<file path="src/hw/rtl/prs_pkg.sv">
// Package for the packet response sequencer.
// Holds item, result and state types, flag bit positions and status codes.
// Used by every module under hw/rtl; depends on nothing.
package prs_pkg;

	localparam int MaxPayloadReset   = 52;
	localparam int StdinChannelReset = 0;

	// Header flag bit positions.
	localparam int FlagNak    = 1;
	localparam int FlagRtx    = 2;
	localparam int FlagAckReq = 3;
	localparam int FlagFrag   = 4;
	localparam int FlagEvent  = 5;

	// Status words carried in a NAK payload.
	localparam logic [15:0] StChecksum = 16'h0005;
	localparam logic [15:0] StSequence = 16'h0006;
	localparam logic [15:0] StTimeout  = 16'h0003;
	localparam logic [15:0] StBusy     = 16'h0004;

	// Event codes for the system channel and the stdin channel.
	localparam logic [15:0] EvtChanAdd  = 16'h0000;
	localparam logic [15:0] EvtChanDel  = 16'h0001;
	localparam logic [15:0] EvtReboot   = 16'h0002;
	localparam logic [15:0] EvtRunning  = 16'h0001;
	localparam logic [15:0] EvtNone     = 16'hFFFF;
	localparam logic [15:0] LenMax      = 16'hFFFF;

	// Configuration register indexes.
	typedef enum logic [0:0] {
		CFG_MAX_PAYLOAD   = 1'b0,
		CFG_STDIN_CHANNEL = 1'b1
	} cfg_idx_t;

	typedef enum logic [2:0] {
		DISP_DROPPED   = 3'd0,
		DISP_STALE     = 3'd1,
		DISP_EVENT     = 3'd2,
		DISP_FRAGMENT  = 3'd3,
		DISP_COMPLETE  = 3'd4,
		DISP_NAK       = 3'd5,
		DISP_RESTARTED = 3'd6
	} disp_t;

	typedef enum logic [2:0] {
		ERR_NONE     = 3'd0,
		ERR_CHECKSUM = 3'd1,
		ERR_SEQUENCE = 3'd2,
		ERR_TIMEOUT  = 3'd3,
		ERR_BUSY     = 3'd4,
		ERR_OTHER    = 3'd5
	} err_t;

	typedef struct packed {
		logic        restart;
		logic [7:0]  packet_sequence;
		logic [7:0]  packet_channel;
		logic [5:0]  packet_flags;
		logic [7:0]  packet_opcode;
		logic [15:0] payload_length;
		logic        crc_ok;
		logic [15:0] first_word;
	} item_t;

	typedef struct packed {
		disp_t       disposition;
		logic        send_ack;
		logic [7:0]  ack_sequence;
		logic [7:0]  ack_channel;
		logic [7:0]  ack_opcode;
		err_t        error_code;
		logic [15:0] response_length;
		logic        resync_needed;
		logic        channels_changed;
		logic        script_active;
		logic [7:0]  expected_sequence;
	} result_t;

	typedef struct packed {
		logic [7:0]  next_sequence;
		logic        reboot_flag;
		logic        stale_channels_flag;
		logic        running_flag;
		logic [15:0] assembled_bytes;
		logic [15:0] leading_word;
	} seq_state_t;

	function automatic logic [15:0] sat_add16(input logic [15:0] a, input logic [15:0] b);
		logic [16:0] s;
		s = {1'b0, a} + {1'b0, b};
		return s[16] ? LenMax : s[15:0];
	endfunction

endpackage

</file>
<file path="src/hw/rtl/prs_decide.sv">
// Combinational decision logic for one packet header.
// Produces the result item and the next sequencer state; uses prs_pkg.
module prs_decide
	import prs_pkg::*;
(
	input  item_t       item,
	input  seq_state_t  cur,
	input  logic [15:0] max_payload,
	input  logic [7:0]  stdin_channel,
	output result_t     res,
	output seq_state_t  nxt
);

	logic        seq_match;
	logic        seq_ok;
	logic [15:0] merged;
	logic [15:0] total;
	logic [15:0] evt_code;
	logic [15:0] status;

	assign seq_match = (item.packet_sequence == cur.next_sequence);
	assign seq_ok    = item.packet_flags[FlagEvent] | item.packet_flags[FlagRtx] |
	                   seq_match | (item.packet_opcode == 8'd0);
	assign total     = sat_add16(cur.assembled_bytes, item.payload_length);
	assign evt_code  = (item.payload_length >= 16'd2) ? item.first_word : EvtNone;
	assign status    = (total >= 16'd2) ? merged : 16'd0;

	// Leading word of the stream once this payload is appended; a single
	// buffered byte takes the new payload's first byte as its upper half.
	always_comb begin
		if (cur.assembled_bytes == 16'd0) begin
			merged = item.first_word;
		end else if (cur.assembled_bytes == 16'd1) begin
			merged = {item.first_word[7:0], cur.leading_word[7:0]};
		end else begin
			merged = cur.leading_word;
		end
	end

	always_comb begin
		result_t r;
		r   = '0;
		nxt = cur;
		if (item.restart) begin
			nxt           = '0;
			r.disposition = DISP_RESTARTED;
		end else if (!item.crc_ok || (item.payload_length > max_payload) || !seq_ok) begin
			r.disposition = DISP_DROPPED;
		end else if (item.packet_flags[FlagRtx] && !seq_match) begin
			r.disposition = DISP_STALE;
			if (item.packet_flags[FlagAckReq]) begin
				r.send_ack     = 1'b1;
				r.ack_sequence = item.packet_sequence;
				r.ack_channel  = item.packet_channel;
				r.ack_opcode   = item.packet_opcode;
			end
		end else begin
			if (item.packet_flags[FlagAckReq]) begin
				r.send_ack     = 1'b1;
				r.ack_sequence = cur.next_sequence;
				r.ack_channel  = item.packet_channel;
				r.ack_opcode   = item.packet_opcode;
			end
			if (item.packet_flags[FlagEvent]) begin
				r.disposition = DISP_EVENT;
				if (item.packet_channel == 8'd0) begin
					if (evt_code == EvtReboot) begin
						nxt.reboot_flag   = 1'b1;
						nxt.next_sequence = 8'd0;
					end else if (evt_code == EvtChanAdd || evt_code == EvtChanDel) begin
						nxt.stale_channels_flag = 1'b1;
					end
				end else if (item.packet_channel == stdin_channel) begin
					nxt.running_flag = (evt_code == EvtRunning);
				end
			end else begin
				nxt.next_sequence = cur.next_sequence + 8'd1;
				if (item.packet_flags[FlagFrag]) begin
					r.disposition = DISP_FRAGMENT;
					if (item.payload_length != 16'd0) begin
						nxt.leading_word    = merged;
						nxt.assembled_bytes = total;
					end
				end else begin
					r.response_length   = total;
					nxt.assembled_bytes = 16'd0;
					nxt.leading_word    = 16'd0;
					if (item.packet_flags[FlagNak]) begin
						r.disposition = DISP_NAK;
						priority if (status == StChecksum) r.error_code = ERR_CHECKSUM;
						else if (status == StSequence)     r.error_code = ERR_SEQUENCE;
						else if (status == StTimeout)      r.error_code = ERR_TIMEOUT;
						else if (status == StBusy)         r.error_code = ERR_BUSY;
						else                               r.error_code = ERR_OTHER;
					end else begin
						r.disposition = DISP_COMPLETE;
					end
				end
			end
		end
		r.resync_needed     = nxt.reboot_flag;
		r.channels_changed  = nxt.stale_channels_flag;
		r.script_active     = nxt.running_flag;
		r.expected_sequence = nxt.next_sequence;
		res = r;
	end

endmodule

</file>
<file path="src/hw/rtl/prs_state.sv">
// Sequencer state register: expected sequence, event flags and fragment sums.
// Loads the next state from prs_decide when an item completes; uses prs_pkg.
module prs_state
	import prs_pkg::*;
(
	input  logic       clk,
	input  logic       arst_n,
	input  logic       load,
	input  seq_state_t nxt,
	output seq_state_t cur
);

	seq_state_t state_q;

	always_ff @(posedge clk or negedge arst_n) begin
		if (!arst_n) begin
			state_q <= '0;
		end else if (load) begin
			state_q <= nxt;
		end
	end

	assign cur = state_q;

endmodule

</file>
<file path="src/hw/rtl/packet_response_sequencer_top.sv">
// Packet response sequencer, top level: stream ports, input register, result register.
// Depends on prs_pkg, prs_decide and prs_state.
// An accepted header passes from the input register to the result register, raising m_tvalid.
// Throughput: one header per cycle unless the result stalls; the state read by the
// decision logic is written back as the result register loads, so headers follow back to back.
// Reset clears the sequencer state and both valid flags, and loads the configuration reset values.
module packet_response_sequencer_top
	import prs_pkg::*;
#(
	parameter logic [15:0] MAX_PAYLOAD_RESET   = 16'(MaxPayloadReset),
	parameter logic [7:0]  STDIN_CHANNEL_RESET = 8'(StdinChannelReset)
)(
	input  logic        clk,
	input  logic        arst_n,
	// Header stream in.
	input  logic        s_tvalid,
	output logic        s_tready,
	// [0] restart
	input  logic [0:0]  s_tuser,
	// [7:0] packet_sequence, [15:8] packet_channel, [21:16] packet_flags,
	// [29:22] packet_opcode, [45:30] payload_length, [46] crc_ok,
	// [62:47] first_word, [63] zero
	input  logic [63:0] s_tdata,
	// Result stream out.
	output logic        m_tvalid,
	input  logic        m_tready,
	// [2:0] disposition
	output logic [2:0]  m_tuser,
	// [0] send_ack, [8:1] ack_sequence, [16:9] ack_channel, [24:17] ack_opcode,
	// [27:25] error_code, [43:28] response_length, [44] resync_needed,
	// [45] channels_changed, [46] script_active, [54:47] expected_sequence, [55] zero
	output logic [55:0] m_tdata,
	// Configuration write channel.
	input  logic        cfg_valid,
	output logic        cfg_ready,
	input  logic [0:0]  cfg_index,
	input  logic [15:0] cfg_data
);

	logic        max_payload_q_unused;
	logic [15:0] max_payload_q;
	logic [7:0]  stdin_channel_q;

	item_t       item_s1;
	logic        valid_s1;
	result_t     res_s2;
	logic        valid_s2;

	result_t     res;
	seq_state_t  cur;
	seq_state_t  nxt;
	logic        advance;

	// Configuration writes are taken at once; the user must send them only while idle, as the block does not enforce it.
	assign cfg_ready = 1'b1;
	assign max_payload_q_unused = 1'b0;

	always_ff @(posedge clk or negedge arst_n) begin
		if (!arst_n) begin
			max_payload_q   <= MAX_PAYLOAD_RESET;
			stdin_channel_q <= STDIN_CHANNEL_RESET;
		end else if (cfg_valid && cfg_ready) begin
			unique case (cfg_idx_t'(cfg_index))
				CFG_MAX_PAYLOAD:   max_payload_q   <= cfg_data;
				CFG_STDIN_CHANNEL: stdin_channel_q <= cfg_data[7:0];
				default:           max_payload_q   <= max_payload_q;
			endcase
		end
	end

	// The held header moves on whenever the result register is empty or being drained.
	// The input register refills in the same cycle, so while the result is stalled the slave
	// side takes only the one header that fits in the input register and then blocks.
	assign advance  = valid_s1 && (!valid_s2 || m_tready);
	assign s_tready = !valid_s1 || advance;

	always_ff @(posedge clk or negedge arst_n) begin
		if (!arst_n) begin
			valid_s1 <= 1'b0;
		end else if (s_tready) begin
			valid_s1 <= s_tvalid;
		end
	end

	always_ff @(posedge clk) begin
		if (s_tvalid && s_tready) begin
			item_s1.restart         <= s_tuser[0];
			item_s1.packet_sequence <= s_tdata[7:0];
			item_s1.packet_channel  <= s_tdata[15:8];
			item_s1.packet_flags    <= s_tdata[21:16];
			item_s1.packet_opcode   <= s_tdata[29:22];
			item_s1.payload_length  <= s_tdata[45:30];
			item_s1.crc_ok          <= s_tdata[46];
			item_s1.first_word      <= s_tdata[62:47];
		end
	end

	prs_decide u_decide (
		.item          (item_s1),
		.cur           (cur),
		.max_payload   (max_payload_q),
		.stdin_channel (stdin_channel_q),
		.res           (res),
		.nxt           (nxt)
	);

	// State commits together with the result register load.
	prs_state u_state (
		.clk    (clk),
		.arst_n (arst_n),
		.load   (advance),
		.nxt    (nxt),
		.cur    (cur)
	);

	always_ff @(posedge clk or negedge arst_n) begin
		if (!arst_n) begin
			valid_s2 <= 1'b0;
		end else if (advance) begin
			valid_s2 <= 1'b1;
		end else if (m_tready) begin
			valid_s2 <= 1'b0;
		end
	end

	always_ff @(posedge clk) begin
		if (advance) begin
			res_s2 <= res;
		end
	end

	assign m_tvalid = valid_s2;
	assign m_tuser  = res_s2.disposition;
	assign m_tdata  = {max_payload_q_unused,
	                   res_s2.expected_sequence,
	                   res_s2.script_active,
	                   res_s2.channels_changed,
	                   res_s2.resync_needed,
	                   res_s2.response_length,
	                   res_s2.error_code,
	                   res_s2.ack_opcode,
	                   res_s2.ack_channel,
	                   res_s2.ack_sequence,
	                   res_s2.send_ack};

	// An error code appears only on a NAK result.
	a_err_only_nak: assert property (@(posedge clk) disable iff (!arst_n)
		(m_tvalid && res_s2.disposition != DISP_NAK) |-> res_s2.error_code == ERR_NONE)
		else $error("error code on a result that is not a NAK");

	// A restart result reports a fully cleared sequencer.
	a_restart_clears: assert property (@(posedge clk) disable iff (!arst_n)
		(m_tvalid && res_s2.disposition == DISP_RESTARTED) |->
		(res_s2.expected_sequence == 8'd0 && !res_s2.resync_needed &&
		 !res_s2.channels_changed && !res_s2.script_active))
		else $error("restart result with state left set");

	// A stalled result holds the decided item and the sequencer state.
	a_stall_holds: assert property (@(posedge clk) disable iff (!arst_n)
		(m_tvalid && !m_tready) |=> ($stable(res_s2) && $stable(cur)))
		else $error("result or state changed during a stall");

	// Acknowledge fields are zero unless an acknowledge is requested.
	a_ack_fields: assert property (@(posedge clk) disable iff (!arst_n)
		(m_tvalid && !res_s2.send_ack) |->
		(res_s2.ack_sequence == 8'd0 && res_s2.ack_channel == 8'd0 &&
		 res_s2.ack_opcode == 8'd0))
		else $error("acknowledge fields set without send_ack");

endmodule

</file>
<file path="config.mk">
export PLATFORM = sky130hd
export DESIGN_NAME = packet_response_sequencer_top
export DESIGN_NICKNAME = d
export VERILOG_FILES = /design/src/hw/rtl/prs_pkg.sv /design/src/hw/rtl/prs_decide.sv /design/src/hw/rtl/prs_state.sv /design/src/hw/rtl/packet_response_sequencer_top.sv
export SDC_FILE = /design/constraint.sdc
export NUM_CORES = 1
export LEC_CHECK = 0
export ABC_AREA = 1
export BUFFER_PORTS_ARGS = -buffer_cell sky130_fd_sc_hd__buf_2
export CAP_MARGIN = 40
export CORE_UTILIZATION = 35
export DETAILED_ROUTE_END_ITERATION = 7
export SLEW_MARGIN = 15
export SYNTH_ARGS = -nofsm -noshare
export SYNTH_HDL_FRONTEND = slang
export SYNTH_SLANG_ARGS = --single-unit
</file>
<file path="constraint.sdc">
create_clock -name clk -period 2.8 [get_ports clk]
set_clock_uncertainty 0.2 [all_clocks]
set_input_delay 0.56 -clock clk [delete_from_list [all_inputs] [get_ports clk]]
set_output_delay 0.56 -clock clk [all_outputs]
set_load 0.05 [all_outputs]
</file>
# Yosys cells after proc, flatten, opt, wreduce, memory -nomap -nowiden
# Cells that the tools add are included.
# Widths: inputs -> output; s select.
[totals] regBits=191 in_bits=87 out_inout_bits=62 elab_cells=114
[classes] add_sub_neg=2 n_lt_le_gt_ge=3 n_eq_ne=13 n_mux=32 bitwise=5 n_reduce_logical=27
[ops] op="$mux 43" count=3
[ops] op="$mux 32" count=3
[ops] op="$mux 16" count=5
[ops] op="$mux 25" count=2
[ops] op="$eq 16x3->1 const B" count=3
[ops] op="$eq 16x1->1 const B" count=2
[ops] op="$eq 16x2->1 const B" count=2
[ops] op="$ge 16x2->1 const B" count=2
[ops] op="$logic_not 16->1" count=2
[ops] op="$mux 28" count=1
[ops] op="$add 16x16->17" count=1
[ops] op="$eq 8x8->1" count=2
[ops] op="$gt 16x16->1" count=1
[ops] op="$logic_not 8->1" count=2
[ops] op="$reduce_bool 16->1" count=1
[ops] op="$mux 3" count=4
[ops] op="$mux 10" count=1
[ops] op="$mux 1" count=9
[ops] op="$mux 9" count=1
[ops] op="$reduce_or 9->1" count=1
[ops] op="$add 8x1->8 const B" count=1
[ops] op="$mux 8" count=1
[ops] op="$reduce_or 7->1" count=1
[ops] op="$reduce_or 6->1" count=1
[ops] op="other kinds (14)" count=30

# Longest topological paths before layout
[depth] word_depth=11 ltp_mapped=20 depth_no_buf=19

# Cells and area by module
# Synthesis repeated with hierarchy kept, for this count alone.
[hier_totals] cells_unflattened=1255 area_unflattened_um2=10447.5
[modules_own_cells] module="packet_response_sequencer_top" instances=1 cells_each=243 area_per_inst_um2=4844.6 seq_area_each_um2=4317.9
[modules_own_cells] module="prs_decide" instances=1 cells_each=830 area_per_inst_um2=3947.5 seq_area_each_um2=0.0
[modules_own_cells] module="prs_state" instances=1 cells_each=182 area_per_inst_um2=1655.3 seq_area_each_um2=1076.0

# Worst setup path before layout
# OpenSTA, ideal clock, no wires.
[synth_path] path_kind="reg2reg" start="reg valid_s2 (netlist: m_tvalid)" end="reg res_s2, in the netlist m_tdata[0] (enable)" setup_time_ns=0.444 arrival_time_ns=2.790 t_required_ns=2.156 path_slack_ns=-0.634 stages_incl_launch_ff=5 n_path_buf=1 period_less_slack_ns=3.434 cell_sequence="dfrtp_1 nand2_1 nand2_1 clkinv_1 clkbuf_1"
[synth_via] elab_chain_len=3
[synth_rtl] element="start: declaration" line_no="packet_response_sequencer_top.sv:47" text="logic valid_s2;"
[synth_rtl] element="start signal: assignment" line_no="packet_response_sequencer_top.sv:118" text="valid_s2 <= 1'b0;"
[synth_rtl] element="start signal: assignment" line_no="packet_response_sequencer_top.sv:120" text="valid_s2 <= 1'b1;"
[synth_rtl] element="start signal: assignment" line_no="packet_response_sequencer_top.sv:122" text="valid_s2 <= 1'b0;"
[synth_rtl] element="$logic_not 1->1" line_no="packet_response_sequencer_top.sv:74" text="assign advance = valid_s1 && (!valid_s2 || m_tready);"
[synth_rtl] element="$logic_or 1x1->1" line_no="packet_response_sequencer_top.sv:74"
[synth_rtl] element="$logic_and 1x1->1" line_no="packet_response_sequencer_top.sv:74"
[synth_rtl] element="via advance" line_no="packet_response_sequencer_top.sv:52" text="logic advance;"
[synth_rtl] element="end signal: assignment" line_no="packet_response_sequencer_top.sv:128" text="res_s2 <= res;"
[synth_rtl] element="end: declaration" line_no="packet_response_sequencer_top.sv:46" text="result_t res_s2;"
# The timed path passes the listed nets, and every way through them passes these cells.
# A chain may end at the register's enable or synchronous reset.

# Final worst setup path
[layout_path] start="reg item_s1[17] (netlist bit)" end="reg res_s2, in the netlist m_tdata[26] (data pin)"
[layout_via] elab_chain_len=7 elab_cells_between_ends=13 cone_classes="add/sub (1); order compare (2); eq/ne (3); mux (4); reduce/logical (3)"
[layout_rtl] element="start: declaration" line_no="packet_response_sequencer_top.sv:44" text="item_t item_s1;"
[layout_rtl] element="$add 16x16->17" line_no="prs_pkg.sv:91" text="s = {1'b0, a} + {1'b0, b};"
[layout_rtl] element="$mux 16" line_no="prs_pkg.sv:92" text="return s[16] ? LenMax : s[15:0];"
[layout_rtl] element="$ge 16x2->1" line_no="prs_decide.sv:26" text="assign status = (total >= 16'd2) ? merged : 16'd0;"
[layout_rtl] element="$mux 16" line_no="prs_decide.sv:26"
[layout_rtl] element="$eq 16x2->1" line_no="prs_decide.sv:92" text="else if (status == StTimeout) r.error_code = ERR_TIMEOUT;"
[layout_rtl] element="$mux 2" line_no="prs_decide.sv:92"
[layout_rtl] element="$mux 2" line_no="prs_decide.sv:91" text="else if (status == StSequence) r.error_code = ERR_SEQUENCE;"
# Parallel ways exist; a longest one is shown, timed or not.

==> run summary <==
The kind of capture point of the worst setup path is a register. Among all flip-flop cells after synthesis, the most frequent one is edfxtp_1. Routability-driven placement finished with a final weighted congestion of 0.8404. The layout overhead on the synthesized area is 29.81%.

The pin count of the biggest net entering global routing is 74. The proportion of synthesized flip-flops having asynchronous set or reset came out at 36.32%. The maximum number of buffers from clock root to sink came out at 2.

The aggregate negative setup slack is -0.02537 ns. Yosys attributes the largest share of cell area to edfxtp_1 37%, dfrtp_1 17%, nand2_1 11%. The launch point of the worst path is item_s1[17]. The kind of critical path is register to register. The total power of the final layout is 0.007793 W. The routed wire length is 25,150 microns. The met2 usage came out at 31.60%. For the finished layout, the period the worst path requires is 2.825 ns.

The worst vdd rail ir drop is 0.0004387 V. The gate count after technology mapping came out at 1,101. The power per cell area came out at 614.7 nW/um^2. The top-level I/O count is 149.

The largest fanout on the critical path is 6. The clock network accounts for 31.6% of the total power. The static power due to leakage is 5.989 nW. The total global routing overflow is 0. The number of port buffers is 144. The count of vias placed by the detailed router came out at 8,107.

The met1 capacity usage during global routing came out at 23.13%. The worst slew margin relative to its limit came out at 50.51%. In the post-route analysis, the smallest setup slack over all paths is -0.02537 ns. The number of placement rows came out at 60.

Sequential cells burn 43.5% of the power. In this run the horizontal extent of the chip is 169.1 microns. The cell area that synthesis handed to floorplanning was 9767 sq um. The startpoint identified for the worst hold timing path is s_tdata[44]. The post-detailed-placement half-perimeter wirelength is 18,270 microns. The first global-routing pass estimated 39,960 microns of wire.

The met3 routing resource usage after global routing is 2.806%. The path class of the lowest-slack min-delay path is input port to register. 0 antenna diodes ended up in the layout. Among all cell types in the netlist, the one instantiated most often is nand2_1. The via count of the first global-routing pass is 7,933.

The number of failing hold endpoints at the final stage is 0. Cell internal power was estimated by the tool at 0.005177 W. The run finished, with violations left. The detailed-route wire length per cell is 14.48 microns. The total global-route track usage came out at 17.99%. TritonCTS built the clock tree. The mean number of vias per cell is 4.667. The number of register bits inferred by synthesis is 190. The total iterations of the first detailed-routing run is 5. The detailed router finished its first iteration with 662 violations.

The combinational fraction of design power is 24.9%. The maximum clock frequency is 353.9 MHz. The clock net in this run drives a total of 190 sinks. The share of layout cells above drive strength 1 came out at 28.94%. The switching power share of the total came out at 33.57%.

The type of element launching the critical path is a register. The number of nets still failing antenna checks after routing came out at 0. Setup repair after global routing could not meet its margin everywhere. The total number of H-tree levels is 4. Max-cap violations in this run came to 0. Data on the critical path is required at its endpoint by 2.79 ns. The core footprint is 27,180 sq um.

The net count of the finished layout is 1,473. The switching power of the nets came out at 0.002617 W. The share of the synthesized area in the top cell type came out at 37.20%. After layout, the worst path uses 100.9% of the clock period.

After synthesis, flip-flops and latches occupy 54.92% of the total area. The clock latency of the later-clocked register in the worst-skew pair is 0.44 ns. After detailed routing, the number of remaining DRC violations is 0.

The floorplan die area is 28,580 sq um. The startpoint identified for the worst register-to-register timing path is item_s1[17]. By count the netlist is led by 276 x nand2_1, 144 x inv_1, 132 x nor2_1. edfxtp_1 takes more of the synthesized area than any other cell. The CTS clock-pin slew for the worst setup and hold paths came out at 0.08 ns. The area taken by flip-flops and latches came out at 5364 sq um. The number of fill cells is 2,668. The initial antenna violation count is 0. In this run the most used layer during global routing was met2. The synthesized netlist contains 45 unique library cells. The library cell used as clock root buffer is clkbuf_16. The number of warnings reported in the yosys synthesis log came out at 0. The final setup violation count is 1. A synthesized cell averages 8.871 sq um. The final reports fail on negative setup slack. The number of nets in the synthesized netlist is 1,222.

The final number of max-transition violations was 0. The critical path data arrival time came out at 2.82 ns. In the final layout, the multi-input gates occupy 3964 sq um.

For the pin with the worst max-slew slack, the measured transition is 0.7424 ns. The height of the chip is 169.1 microns. For this configuration, the core starts out at a cell density of 35.94%. The number of synthesized flops with an enable pin came out at 121. The total CTS buffers is 17.
[what timing repair did]
action / in CTS / in global routing
hold buffers: 1 / 0
setup buffers: 7 / 10
gates cloned: 1 / 1
pin swaps: 5 / 13
endpoints found under the setup margin: 35 / 62
hold endpoints to repair: 14 / 0
resized for setup: 28 / 55
[power groups by stage]
stage	Clock [W]	Sequential (W)	Combinational, W
2_1_floorplan	0	0.00378	0.000849
3_3_place_gp	0	0.00345	0.00173
3_5_place_dp	0	0.00345	0.00176
4_1_cts	0.00252	0.00339	0.00182
5_1_grt	0.00262	0.00342	0.00212
6_report	0.00246	0.00339	0.00194
[final cells by class]
class                           instances  area share (%)
Sequential cell                       190           42.31
Clock buffer                           18           3.385
Multi-Input combinational cell        733           31.26
Clock inverter                         14           1.145
Inverter                              152           4.569
Tap cell                              372           3.671
Timing Repair Buffer                  258           13.66
[worst paths after layout]
check,endpoint,slack (ns),cells past startpoint
min,item_s1[31],0.09,1
max reg2reg,m_tdata[26],-0.03,15
min in group asynchronous,u_state.cur[4],0.52,2
min reg2reg,u_state.cur[32],0.29,2
max,m_tdata[26],-0.03,15
max in group asynchronous,u_state.cur[39],1.18,3
[routing by layer]
metal / up-vias / share of wire [%]
met1: 3765 / 46
li1: 4096 / -
met3: 22 / 4.6
met5: - / 0
met4: 0 / 1.2
met2: 224 / 48
[worst max-delay path, stage by stage (launching register included)]
cell	delay, ns
edfxtp_1	0.40
ha_2	0.21
fa_2	0.35
nand3_2	0.09
nand3_2	0.09
nand2_2	0.10
nand2_4	0.07
a21oi_4	0.25
nand2_2	0.12
nor2_4	0.13
nand2_2	0.07
nor2_4	0.16
nand2_2	0.09
nor2b_1	0.13
nor2_1	0.09
nor2_1	0.04
[flip-flops by register name (all words and copies together) (netlist names)]
register / count
item_s1: 63
m_tdata: 55
u_state.cur: 43
max_payload_q: 16
stdin_channel_q: 8
m_tuser: 3
m_tvalid: 1
valid_s1: 1
[layout by cell type (no fill, tap or decap), types with 29 or more instances in the layout]
master	n
o21ai_0	51
inv_1	142
nand3_1	71
nand2_1	255
buf_4	100
buf_2	144
nor2_1	117
edfxtp_1	121
a21oi_1	29
dfrtp_1	66
[through the flow]
stage                     instance area, sq um  setup WS (ns)  instances  util [%]  hold WS (ns)
final                                    12680       -0.02537       1737     46.65       0.08978
after global routing                     12680        -0.1828       1737     46.65       0.07818
after CTS                                12380       -0.02346       1727     45.54       0.07619
after detailed placement                 11620        -0.3059       1686     42.74        0.2702
after global placement                   11620        -0.1993       1686     42.74        0.2597
after floorplan                           9787        0.01265       1101         -       0.06441
[cell families after synthesis]
kind of cell               synth area share (%)
buffers and inverters                     7.443
DFF                                       54.92
other                                   0.07689
and+or+nand+nor                           24.52
adders and majority gates                 4.433
AOI/OAI and AO/OA                         7.443
xor gates and xnor gates                  1.166
Note: power is estimated with default switching activity, not from simulation.
